**src/assert_macros.svh**
```systemverilog
// assertion helpers shared by the resampler modules
`ifndef ASSERT_MACROS_SVH
`define ASSERT_MACROS_SVH

// same-cycle implication, sampled on clock, off during reset
`define ASSERT_IMP(label, ante, cons, msg) \
   label: assert property (@(posedge clock) disable iff (reset) (ante) |-> (cons)) \
      else $error(msg);

// next-cycle implication, sampled on clock, off during reset
`define ASSERT_NXT(label, ante, cons, msg) \
   label: assert property (@(posedge clock) disable iff (reset) (ante) |=> (cons)) \
      else $error(msg);

`endif

```
**src/irr_pkg.sv**
```systemverilog
`timescale 1ns / 1ps

package irr_pkg;

   // default sizing
   localparam int IRR_MAX_RATE    = 16;
   localparam int IRR_SAMPLE_BITS = 16;

   // register file layout
   localparam int CSR_DATA_W = 32;
   localparam int CSR_ADDR_W = 3;
   localparam int RATE_W     = 5;

   typedef enum logic {
      REG_MODE = 1'b0,
      REG_RATE = 1'b1
   } reg_index_type;

   typedef enum logic {
      MODE_DECIMATE = 1'b0,
      MODE_INTERP   = 1'b1
   } mode_type;

   // controller to datapath commands
   typedef struct packed {
      logic load;       // capture the request and the block context
      logic use_prev;   // interpolate against the stored previous sample
      logic div_step;   // one bit of the slope division
      logic emit;       // push one result into the output register
      logic emit_last;  // that result is the last of the request
   } irr_cmd_type;

   // datapath to controller status
   typedef struct packed {
      logic out_free;   // output register can take a result this cycle
   } irr_sts_type;

endpackage

```
**src/irr_ctrl.sv**
```systemverilog
`timescale 1ns / 1ps
`include "assert_macros.svh"

module irr_ctrl
   import irr_pkg::*;
#(
   parameter int MAX_RATE    = IRR_MAX_RATE,
   parameter int SAMPLE_BITS = IRR_SAMPLE_BITS
) (
   input  logic                             clock,
   input  logic                             reset,
   input  logic                             req_valid,
   output logic                             req_ready,
   input  logic                             req_block_last,
   input  mode_type                         mode,
   input  logic [$clog2(MAX_RATE+1)-1:0]    rate,
   input  irr_sts_type                      sts,
   output irr_cmd_type                      cmd
);

   localparam int RW    = $clog2(MAX_RATE + 1);
   localparam int PW    = $clog2(MAX_RATE);
   localparam int CW    = $clog2(2 * MAX_RATE + 1);
   localparam int DBITS = SAMPLE_BITS + 1;
   localparam int DCW   = $clog2(DBITS + 1);

   typedef enum logic [1:0] {
      ST_IDLE,
      ST_DIV,
      ST_EMIT
   } state_type;

   state_type       state_ff, state_in;
   logic            have_prev_ff, have_prev_in;
   logic [PW-1:0]   phase_ff, phase_in;
   logic [CW-1:0]   cnt_ff, cnt_in;
   logic [DCW-1:0]  divc_ff, divc_in;

   logic            accept;
   logic            use_prev;
   logic [CW-1:0]   n_res;
   logic [CW-1:0]   rate_c;
   logic [RW-1:0]   phase_nx;

   assign req_ready = (state_ff == ST_IDLE);
   assign accept    = req_valid && req_ready;
   assign use_prev  = (mode == MODE_INTERP) && have_prev_ff;
   assign rate_c    = CW'(rate);
   assign phase_nx  = RW'(phase_ff) + RW'(1);

   // number of results for the request being accepted
   always_comb begin
      if (mode == MODE_DECIMATE) begin
         n_res = (phase_ff == '0) ? CW'(1) : '0;
      end else if (have_prev_ff) begin
         n_res = req_block_last ? CW'(rate_c << 1) : rate_c;
      end else begin
         n_res = req_block_last ? rate_c : '0;
      end
   end

   // next state and counters
   always_comb begin
      state_in     = state_ff;
      have_prev_in = have_prev_ff;
      phase_in     = phase_ff;
      cnt_in       = cnt_ff;
      divc_in      = divc_ff;
      cmd          = '0;
      case (state_ff)
         ST_IDLE: begin
            if (accept) begin
               cmd.load     = 1'b1;
               cmd.use_prev = use_prev;
               cnt_in       = n_res;
               divc_in      = DCW'(DBITS);
               // block context tracked in both modes
               if (req_block_last) begin
                  have_prev_in = 1'b0;
                  phase_in     = '0;
               end else begin
                  have_prev_in = 1'b1;
                  phase_in     = (phase_nx >= rate) ? '0 : phase_nx[PW-1:0];
               end
               if (n_res == '0) begin
                  state_in = ST_IDLE;
               end else if (use_prev) begin
                  state_in = ST_DIV;
               end else begin
                  state_in = ST_EMIT;
               end
            end
         end
         ST_DIV: begin
            cmd.div_step = 1'b1;
            divc_in      = divc_ff - DCW'(1);
            if (divc_ff == DCW'(1)) begin
               state_in = ST_EMIT;
            end
         end
         ST_EMIT: begin
            if (sts.out_free) begin
               cmd.emit      = 1'b1;
               cmd.emit_last = (cnt_ff == CW'(1));
               cnt_in        = cnt_ff - CW'(1);
               if (cnt_ff == CW'(1)) begin
                  state_in = ST_IDLE;
               end
            end
         end
         default: begin
            state_in = ST_IDLE;
         end
      endcase
   end

   // state register
   always_ff @(posedge clock) begin
      if (reset) begin
         state_ff     <= ST_IDLE;
         have_prev_ff <= 1'b0;
         phase_ff     <= '0;
         cnt_ff       <= '0;
         divc_ff      <= '0;
      end else begin
         state_ff     <= state_in;
         have_prev_ff <= have_prev_in;
         phase_ff     <= phase_in;
         cnt_ff       <= cnt_in;
         divc_ff      <= divc_in;
      end
   end

   // checks
   `ASSERT_IMP(a_emit_has_count, cmd.emit, cnt_ff != '0, "result emitted with no count left")
   `ASSERT_NXT(a_div_to_emit, (state_ff == ST_DIV) && (divc_ff == DCW'(1)),
      state_ff == ST_EMIT, "division did not hand over to result output")
   `ASSERT_NXT(a_last_to_idle, cmd.emit_last, state_ff == ST_IDLE,
      "last result did not return to idle")

endmodule

```
**src/irr_dpath.sv**
```systemverilog
`timescale 1ns / 1ps
`include "assert_macros.svh"

module irr_dpath
   import irr_pkg::*;
#(
   parameter int MAX_RATE    = IRR_MAX_RATE,
   parameter int SAMPLE_BITS = IRR_SAMPLE_BITS
) (
   input  logic                                clock,
   input  logic                                reset,
   input  logic signed [SAMPLE_BITS-1:0]       req_sample,
   input  logic [$clog2(MAX_RATE+1)-1:0]       rate,
   input  irr_cmd_type                         cmd,
   output irr_sts_type                         sts,
   output logic                                rsp_valid,
   input  logic                                rsp_ready,
   output logic signed [SAMPLE_BITS-1:0]       rsp_sample_out,
   output logic                                rsp_run_last
);

   localparam int SB    = SAMPLE_BITS;
   localparam int RW    = $clog2(MAX_RATE + 1);
   localparam int DBITS = SB + 1;
   localparam int QW    = SB + 2;
   localparam int SW    = SB + 3;
   localparam logic signed [SW-1:0] SAT_MAX = {{(SW-SB+1){1'b0}}, {(SB-1){1'b1}}};
   localparam logic signed [SW-1:0] SAT_MIN = {{(SW-SB+1){1'b1}}, {(SB-1){1'b0}}};

   logic signed [SB-1:0]    prev_ff;
   logic signed [SB-1:0]    base_ff;
   logic                    neg_ff;
   logic [RW-1:0]           r_ff;
   logic [DBITS-1:0]        num_ff, num_in;
   logic [RW-1:0]           drem_ff, drem_in;
   logic [RW-1:0]           racc_ff, racc_in;
   logic [QW-1:0]           qacc_ff, qacc_in;
   logic                    rsp_valid_ff;
   logic signed [SB-1:0]    rsp_sample_ff;
   logic                    rsp_last_ff;

   logic signed [DBITS-1:0] diff;
   logic [DBITS-1:0]        mag;
   logic [RW:0]             trial;
   logic                    trial_ge;
   logic [RW:0]             rsum;
   logic                    rsum_ge;
   logic signed [SW-1:0]    base_ext;
   logic signed [SW-1:0]    q_ext;
   logic signed [SW-1:0]    sum_w;
   logic signed [SB-1:0]    sat_w;

   // slope of the request against the previous sample
   assign diff = {req_sample[SB-1], req_sample} - {prev_ff[SB-1], prev_ff};
   assign mag  = diff[DBITS-1] ? DBITS'(-diff) : DBITS'(diff);

   // restoring divider, one quotient bit per step
   assign trial    = {drem_ff, num_ff[DBITS-1]};
   assign trial_ge = (trial >= {1'b0, r_ff});

   // running quotient of |slope| * j / rate
   assign rsum    = {1'b0, racc_ff} + {1'b0, drem_ff};
   assign rsum_ge = (rsum >= {1'b0, r_ff});

   always_comb begin
      num_in  = num_ff;
      drem_in = drem_ff;
      racc_in = racc_ff;
      qacc_in = qacc_ff;
      if (cmd.load) begin
         num_in  = cmd.use_prev ? mag : '0;
         drem_in = '0;
         racc_in = '0;
         qacc_in = '0;
      end else if (cmd.div_step) begin
         num_in  = {num_ff[DBITS-2:0], trial_ge};
         drem_in = trial_ge ? RW'(trial - {1'b0, r_ff}) : trial[RW-1:0];
      end else if (cmd.emit) begin
         racc_in = rsum_ge ? RW'(rsum - {1'b0, r_ff}) : rsum[RW-1:0];
         qacc_in = qacc_ff + QW'(num_ff) + QW'(rsum_ge);
      end
   end

   // point value with saturation
   assign base_ext = {{(SW-SB){base_ff[SB-1]}}, base_ff};
   assign q_ext    = {1'b0, qacc_ff};
   assign sum_w    = neg_ff ? (base_ext - q_ext) : (base_ext + q_ext);

   always_comb begin
      if (sum_w > SAT_MAX) begin
         sat_w = SAT_MAX[SB-1:0];
      end else if (sum_w < SAT_MIN) begin
         sat_w = SAT_MIN[SB-1:0];
      end else begin
         sat_w = sum_w[SB-1:0];
      end
   end

   assign sts.out_free = !rsp_valid_ff || rsp_ready;

   // request capture and arithmetic registers
   always_ff @(posedge clock) begin
      if (cmd.load) begin
         prev_ff <= req_sample;
         base_ff <= cmd.use_prev ? prev_ff : req_sample;
         neg_ff  <= cmd.use_prev && diff[DBITS-1];
         r_ff    <= rate;
      end
      num_ff  <= num_in;
      drem_ff <= drem_in;
      racc_ff <= racc_in;
      qacc_ff <= qacc_in;
   end

   // output register
   always_ff @(posedge clock) begin
      if (reset) begin
         rsp_valid_ff <= 1'b0;
      end else if (cmd.emit) begin
         rsp_valid_ff <= 1'b1;
      end else if (rsp_ready) begin
         rsp_valid_ff <= 1'b0;
      end
      if (cmd.emit) begin
         rsp_sample_ff <= sat_w;
         rsp_last_ff   <= cmd.emit_last;
      end
   end

   assign rsp_valid      = rsp_valid_ff;
   assign rsp_sample_out = rsp_sample_ff;
   assign rsp_run_last   = rsp_last_ff;

   // checks
   `ASSERT_IMP(a_rem_below_rate, cmd.emit, racc_ff < r_ff, "running remainder reached the rate")
   `ASSERT_IMP(a_emit_has_room, cmd.emit, sts.out_free, "result pushed into a full output register")

endmodule

```
**src/integer_rate_resampler_core.sv**
```systemverilog
`timescale 1ns / 1ps
// Integer-rate resampler: decimates or linearly interpolates 16-bit samples.
// Requests arrive on req_valid/req_ready carrying req_sample and
// req_block_last; results leave on rsp_valid/rsp_ready carrying
// rsp_sample_out and rsp_run_last, which flags the last result of a request.
// mode and rate are written through the APB-style register port; the user
// must write them only while idle; the block does not enforce it. Decimate:
// a dropped request gives no result, a kept one gives one. Interpolate with
// a previous sample: accept, bit-serial slope division, then rate results
// (2*rate on the last sample of a block), one per cycle through the output
// register unless stalled. The first sample of a block gives no result; a
// one-sample block gives rate copies of it. The first result follows the
// last divide step via the emit state into the output register. One request
// is in work at a time; the next is taken while the final result still waits
// in the output register. A stalled receiver holds the output register and
// the result sequence pauses without loss. Reset clears the block context,
// sets mode to decimate and rate to 1, and empties the output register.

module integer_rate_resampler_core
   import irr_pkg::*;
#(
   parameter int MAX_RATE    = IRR_MAX_RATE,
   parameter int SAMPLE_BITS = IRR_SAMPLE_BITS
) (
   input  logic                          clock,
   input  logic                          reset,
   input  logic                          req_valid,
   output logic                          req_ready,
   input  logic signed [SAMPLE_BITS-1:0] req_sample,
   input  logic                          req_block_last,
   output logic                          rsp_valid,
   input  logic                          rsp_ready,
   output logic signed [SAMPLE_BITS-1:0] rsp_sample_out,
   output logic                          rsp_run_last,
   input  logic                          psel,
   input  logic                          penable,
   input  logic                          pwrite,
   input  logic [CSR_ADDR_W-1:0]         paddr,
   input  logic [CSR_DATA_W-1:0]         pwdata,
   output logic [CSR_DATA_W-1:0]         prdata,
   output logic                          pready
);

   localparam int RW   = $clog2(MAX_RATE + 1);
   localparam int CMPW = ((RW > RATE_W) ? RW : RATE_W) + 1;

   mode_type          mode_ff;
   logic [RATE_W-1:0] rate_ff;
   reg_index_type     reg_idx;
   logic              csr_wr;
   logic [CMPW-1:0]   rate_x;
   logic [RW-1:0]     rate_eff;
   irr_cmd_type       cmd;
   irr_sts_type       sts;

   // register port
   assign pready  = 1'b1;
   assign reg_idx = reg_index_type'(paddr[2]);
   assign csr_wr  = psel && penable && pwrite && pready;

   always_ff @(posedge clock) begin
      if (reset) begin
         mode_ff <= MODE_DECIMATE;
         rate_ff <= RATE_W'(1);
      end else if (csr_wr) begin
         case (reg_idx)
            REG_MODE: mode_ff <= mode_type'(pwdata[0]);
            REG_RATE: rate_ff <= pwdata[RATE_W-1:0];
            default:  mode_ff <= mode_ff;
         endcase
      end
   end

   always_comb begin
      case (reg_idx)
         REG_MODE: prdata = CSR_DATA_W'(mode_ff);
         REG_RATE: prdata = CSR_DATA_W'(rate_ff);
         default:  prdata = '0;
      endcase
   end

   // rate clamped to 1 .. MAX_RATE
   assign rate_x = CMPW'(rate_ff);

   always_comb begin
      if (rate_ff == '0) begin
         rate_eff = RW'(1);
      end else if (rate_x > CMPW'(MAX_RATE)) begin
         rate_eff = RW'(MAX_RATE);
      end else begin
         rate_eff = rate_x[RW-1:0];
      end
   end

   // sequencer
   irr_ctrl #(
      .MAX_RATE    (MAX_RATE),
      .SAMPLE_BITS (SAMPLE_BITS)
   ) u_ctrl (
      .clock          (clock),
      .reset          (reset),
      .req_valid      (req_valid),
      .req_ready      (req_ready),
      .req_block_last (req_block_last),
      .mode           (mode_ff),
      .rate           (rate_eff),
      .sts            (sts),
      .cmd            (cmd)
   );

   // divider, point accumulator and output register
   irr_dpath #(
      .MAX_RATE    (MAX_RATE),
      .SAMPLE_BITS (SAMPLE_BITS)
   ) u_dpath (
      .clock          (clock),
      .reset          (reset),
      .req_sample     (req_sample),
      .rate           (rate_eff),
      .cmd            (cmd),
      .sts            (sts),
      .rsp_valid      (rsp_valid),
      .rsp_ready      (rsp_ready),
      .rsp_sample_out (rsp_sample_out),
      .rsp_run_last   (rsp_run_last)
   );

endmodule

```
**config.mk**
```make
export PLATFORM = sky130hd
export DESIGN_NAME = integer_rate_resampler_core
export DESIGN_NICKNAME = d
export VERILOG_FILES = /design/src/irr_pkg.sv /design/src/irr_ctrl.sv /design/src/irr_dpath.sv /design/src/integer_rate_resampler_core.sv
export VERILOG_INCLUDE_DIRS = /design/src /design/src/src
export SDC_FILE = /design/constraint.sdc
export NUM_CORES = 1
export LEC_CHECK = 0
export BUFFER_PORTS_ARGS = -buffer_cell sky130_fd_sc_hd__buf_2
export CAP_MARGIN = 25
export CORE_MARGIN = 3
export CORE_UTILIZATION = 57
export CTS_CLUSTER_SIZE = 20
export DETAILED_ROUTE_END_ITERATION = 6
export PLACE_DENSITY_LB_ADDON = 0.1
export SLEW_MARGIN = 25
export SYNTH_ARGS = -nofsm -noshare
export SYNTH_HDL_FRONTEND = slang
export SYNTH_SLANG_ARGS = --single-unit
```
**constraint.sdc**
```tcl
create_clock -name clock -period 10.5 [get_ports clock]
set_clock_uncertainty 0.1 [all_clocks]
set_input_delay 3.15 -clock clock [delete_from_list [all_inputs] [get_ports clock]]
set_output_delay 3.15 -clock clock [all_outputs]
set_load 0.05 [all_outputs]
```
# Word level (Yosys, flattened, before mapping)
# Cells that the tools add are included.
# W data, S select, Z words.
# word_totals
elab_cells,108
reg_bits,125
output_inout_bits,52
# op_classes
magnitude_cmp,6
add_sub_neg,12
n_mux,39
bitwise,2
eq_ne,8
n_reduce_logical,23
# ops
op,count
$mux W17,4
$pmux W32 S2,1
$mux W16,2
$mux W5,6
$mux W6,5
$mux W2,10
$add A16 B19 Y19,1
$gt A19 B16 Y1 const B,1
$lt A19 B16 Y1 const B,1
$mux W19,1
$sub A16 B19 Y19,1
$add A18 B1 Y18,1
$add A18 B17 Y18,1
$neg A17 Y17,1
$sub A16 B16 Y17,1
$ge A6 B5 Y1,2
$pmux W6 S2,1
$reduce_and A2 Y1,6
$pmux W5 S2,1
$sub A5 B5 Y5,2
$mux W4,2
$reduce_bool A2 Y1,4
$add A5 B5 Y6,1
$eq A6 B1 Y1 const B,1
other kinds (22),33

# Depth between registers and ports, before layout
# depth
ltp_word,10
mapped_depth,23

# By module
# A second synthesis with hierarchy kept.
# unflattened
cells_unflattened,1029
area_unflattened_um2,9460.3
# modules_own_cells
mod,area_each_um2,seq_area_each_um2,cells_each,n_inst
irr_dpath,7529.7,2742.6,783,1
irr_ctrl,1351.3,360.3,176,1
integer_rate_resampler_core,579.3,120.1,70,1

# Least setup slack after synthesis
# Ideal clock, no wire load.
# synth_timing
kind,input -> output
start,input paddr[2]
end,output prdata[0]
path_slack_ns,3.666
path_stages,1
arrival_time_ns,3.584
n_path_buf,0
path_cell_list,mux2_2
# synth_via
elab_chain_cells,2
# synth_rtl
element,line_no,source
start: declaration,integer_rate_resampler_core.sv:38,"input logic [CSR_ADDR_W-1:0] paddr,"
$not A1 Y1 (no line),n/a,
$pmux W32 S2 *,integer_rate_resampler_core.sv:75,case (reg_idx)
end: declaration,integer_rate_resampler_core.sv:40,"output logic [CSR_DATA_W-1:0] prdata,"
# Every way passes the cells marked *; elsewhere a longest branch is shown, timed or not. The select of a mux whose other input is x is not followed.

# Worst setup path in the final report
# Ends and elaborated chain as after synthesis.

==> implementation parameters <==
Parameter                              Value

STA
  Setup tns final    0 ps
  Unrepaired setup endpoints after global routing    no
  Worst Hold Margin    359.3 ps
  Count of final max-slew check failures    0
  Highest attainable clock frequency    0.1415 GHz
  # setup viols final    0
  Max-slew headroom at the worst pin    0.4163
  Time the final worst path needs with I/O delays and setup    7068 ps
  Total count of hold-check failures in the final report    0
  Share of the clock period used by the worst path after layout    0.6731
  Pin slew with the least headroom to its limit    873.3 ps

CTS
  Hold Buf Count CTS    0
  Clock tree from TritonCTS    done
  H-Tree Level Count    4
  CTS Sinks    125
  Clk_lat worst skew    420 ps
  Post-CTS setup-driven buffer insertion count    0
  Buffer type at the clock tree root    sky130_fd_sc_hd__clkbuf_16
  Reg clk slew, reported paths    50 ps
  CTS Buf Count    17
  Number of gates resized after CTS    0
  Max clock buf depth    2

Floorplanning
  I/O Pins    111
  Std cell rows    45
  Area of the core region    0.01554 mm^2
  Die W    133.4 um
  Effective utilization at floorplan    0.5950
  Die boundary height    133.4 um
  Area of the die    0.01779 mm^2

Global routing
  First-pass GRT wire length    31,150 um
  Total congestion overflow    0
  Number of antenna violations at the first check in global routing    0
  Maximum number of pins on one net before global-route repair    48
  Overall Global Routing Usage    0.2134
  Number of global-route vias before repair    roughly 6.6k

Layout
  Area used by multi-input combinational logic    0.005497 mm^2
  Area growth, synth to finish    10.31%
  Diode insertion count for antenna repair    0
  Layout cells sized above 1    0.1036
  Cell Count, Final, Fillers Out    approximately 1.3k
  Filler cells    approximately 1.3k
  Register cell area after layout    0.003223 mm^2
  Net count reported at finish    1,222
  Final Core Density    0.6564

Worst setup path
  Critical Path AT    3820 ps
  Worst Setup Path Type    in -> out
  Launching point of the worst reg2reg path    u_dpath.drem_ff[0]
  Reg-to-reg slack, setup    slightly above 4000 ps
  Delay of the slowest cell on the worst path    ~330 ps
  Data required time of the worst path    7250 ps
  Crit-path slowest cell    sky130_fd_sc_hd__mux2_2
  Cells on worst reg2reg path    22
  Most frequent cell on the critical path    sky130_fd_sc_hd__buf_2
  Startpoint Class    input port
  Critical path capture point type    output port
  Worst setup startpoint    paddr[2]
  Worst r2r dst    u_dpath.qacc_ff[14]
  Critical path peak fanout    7
  Critical Path, Cell by Cell    buf_2 -> mux2_2 -> buf_2

Outcome
  Result of the run    complete, no violations

Yosys
  EDFF count, synth    72
  Fraction of registers with async set or reset after synthesis    0
  Sequential element share of the synthesized area    0.3486
  Top flip-flop cell by instance count after synthesis    sky130_fd_sc_hd__edfxtp_1
  Mean instance size in the synthesized netlist    between 8 and 9 um^2
  Number of distinct library cells after synthesis    84
  Cells after synthesis    1,037
  Total of flip-flops plus latches after synthesis    approximately 130
  Synth warnings    0
  Area of the mapped netlist    between 0.009 and 0.01 mm^2

Run
  Max cap viols    0

Route
  Top routing layer used    met4
  WL/cell    14.57 um
  Initial drt markers    430
  Overall routed net length    18,970 um
  Met3 Routed Length    866 um
  First drt pass iteration count    5
  Final antenna-violating net count    0
  DRC violations left    0
  Met2 routed wirelength    ~8500 um
  Wire length on met1    about 9500 um
  DR vias/cell    5.608
  Vias post-DR    7,302

Pwr
  Static Leak    0.004458 uW
  Sw power    1172 uW
  Internal Dissipation    1741 uW
  Net Sw Frac    0.4024
  Clock network fraction of design power    0.214
  Combinational cell fraction of total power    0.530
  Highest ir drop seen on vdd    between 150 and 200 uV
  Sequential fraction of design power    0.256
  Overall power consumption    approximately 2900 uW
  Power Density    between 200 and 300 mW/mm^2

Place
  Final estimated routing congestion in global placement    0.9190
  Placed Instances    1,270
  Port buffer count    53
  DP Wirelength    14,070 um

Worst hold path
  Hold-critical path endpoint    u_dpath.racc_ff[4]
  Worst Min Path Start    u_dpath.racc_ff[4]
  Hold crit path type    reg -> reg
  Hold depth    2
-- worst max-delay path by stage --
stage | cells past startpoint | to | slack [ps]
after floorplan | 1 | prdata[0] | 3670
after global placement | 3 | prdata[0] | 3440
after detailed placement | 3 | prdata[0] | 3430
after CTS | 3 | prdata[0] | 3430
after global routing | 3 | prdata[0] | 3400
final | 3 | prdata[0] | 3430
-- power groups by stage --
stage,clock network (uW),registers [uW],logic (uW)
global placement,0,754,1520
detailed placement,0,756,1530
global route,653,758,1730
floorplan,0,853,1190
finish,623,746,1540
CTS,629,746,1540
-- synthesized netlist by cell type, drive strengths merged, types with 6 or more instances --
library cell,instances,area (um^2)
a211oi,12,90.09
a21o,38,285.3
a21oi,61,309.1
a31oi,10,77.57
and2,11,70.07
buf,33,240.2
clkbuf,29,113.9
dfxtp,53,1061
edfxtp,72,2162
fa,7,140.1
ha,78,975.9
inv,73,274.0
mux2i,12,120.1
nand2,94,352.8
nand2b,20,125.1
nand3,18,90.09
nand4,11,75.07
nor2,74,277.8
nor2b,15,93.84
nor3,24,125.1
o21a,11,82.58
o21ai,78,390.4
o31ai,12,90.09
or2,6,37.54
or3,11,68.82
xnor2,45,394.1
xor2,24,217.7
-- critical path, delay by kind of cell --
| kind | cells | cell delay, ps |
|---|---|---|
| buffers and inverters | 2 | 340 |
| muxes | 1 | 330 |
-- per-layer routing --
layer | vias up | global-route usage
met1 | 3342 | 0.3013
met4 | 0 | 0.05257
met2 | 161 | 0.3349
li1 | 3783 | -
met3 | 16 | 0.04796
met5 | - | 0
-- layout make-up --
type	count	share of cell area
clock buffer	29	0.05631
timing repair buffer	58	0.02969
multi-input combinational	803	0.5389
sequential	125	0.3160
inverter	73	0.02686
clock inverter	3	0.006379
tap	211	0.02588
-- kinds of logic (layout without fill, tap and decap cells) --
kind of cell | Yosys count | in the layout | synth area share
flip-flops | 125 | 125 | 0.3486
other | 2 | 28 | 0.0008122
adder cells (fa/ha/maj) | 85 | 85 | 0.1207
multiplexers | 14 | 14 | 0.01543
AO/OA/AOI/OAI | 290 | 290 | 0.2091
XOR/XNOR | 69 | 69 | 0.06617
AND/OR/NAND/NOR | 317 | 317 | 0.1713
buffers and inverters | 135 | 163 | 0.06793
-- layout by cell type (no fill, tap or decap), types with 15 or more instances in the layout --
cell type / count
sky130_fd_sc_hd__conb_1: 28
sky130_fd_sc_hd__nand2_1: 93
sky130_fd_sc_hd__inv_1: 72
sky130_fd_sc_hd__nand3_1: 18
sky130_fd_sc_hd__buf_2: 53
sky130_fd_sc_hd__ha_1: 78
sky130_fd_sc_hd__o21ai_0: 78
sky130_fd_sc_hd__nor3_1: 23
sky130_fd_sc_hd__nor2_1: 74
sky130_fd_sc_hd__a21o_1: 38
sky130_fd_sc_hd__nand2b_1: 20
sky130_fd_sc_hd__clkbuf_16: 20
sky130_fd_sc_hd__edfxtp_1: 72
sky130_fd_sc_hd__xor2_1: 23
sky130_fd_sc_hd__a21oi_1: 60
sky130_fd_sc_hd__nor2b_1: 15
sky130_fd_sc_hd__dfxtp_1: 53
sky130_fd_sc_hd__xnor2_1: 45
-- registers in the layout, indices dropped and copies added, names as in the netlist --
register                cells
u_ctrl.have_prev_ff         1
u_dpath.base_ff            16
mode_ff                     1
u_dpath.num_ff             17
u_dpath.neg_ff              1
u_dpath.rsp_sample_out     16
u_dpath.qacc_ff            18
u_dpath.prev_ff            16
u_dpath.rsp_run_last        1
u_ctrl.cnt_ff               6
u_dpath.drem_ff             5
u_ctrl.state_ff             2
u_ctrl.phase_ff             4
rate_ff                     5
u_dpath.rsp_valid           1
u_ctrl.divc_ff              5
u_dpath.r_ff                5
u_dpath.racc_ff             5
-- metrics by stage --
stage	cell area (um^2)	setup WS (ps)
after CTS	10200	3430
after detailed placement	9560	3430
final	10200	3432
after floorplan	9344	3666
after global routing	10200	3399
after global placement	9557	3435
No activity file was read; power rests on OpenSTA's default activity.
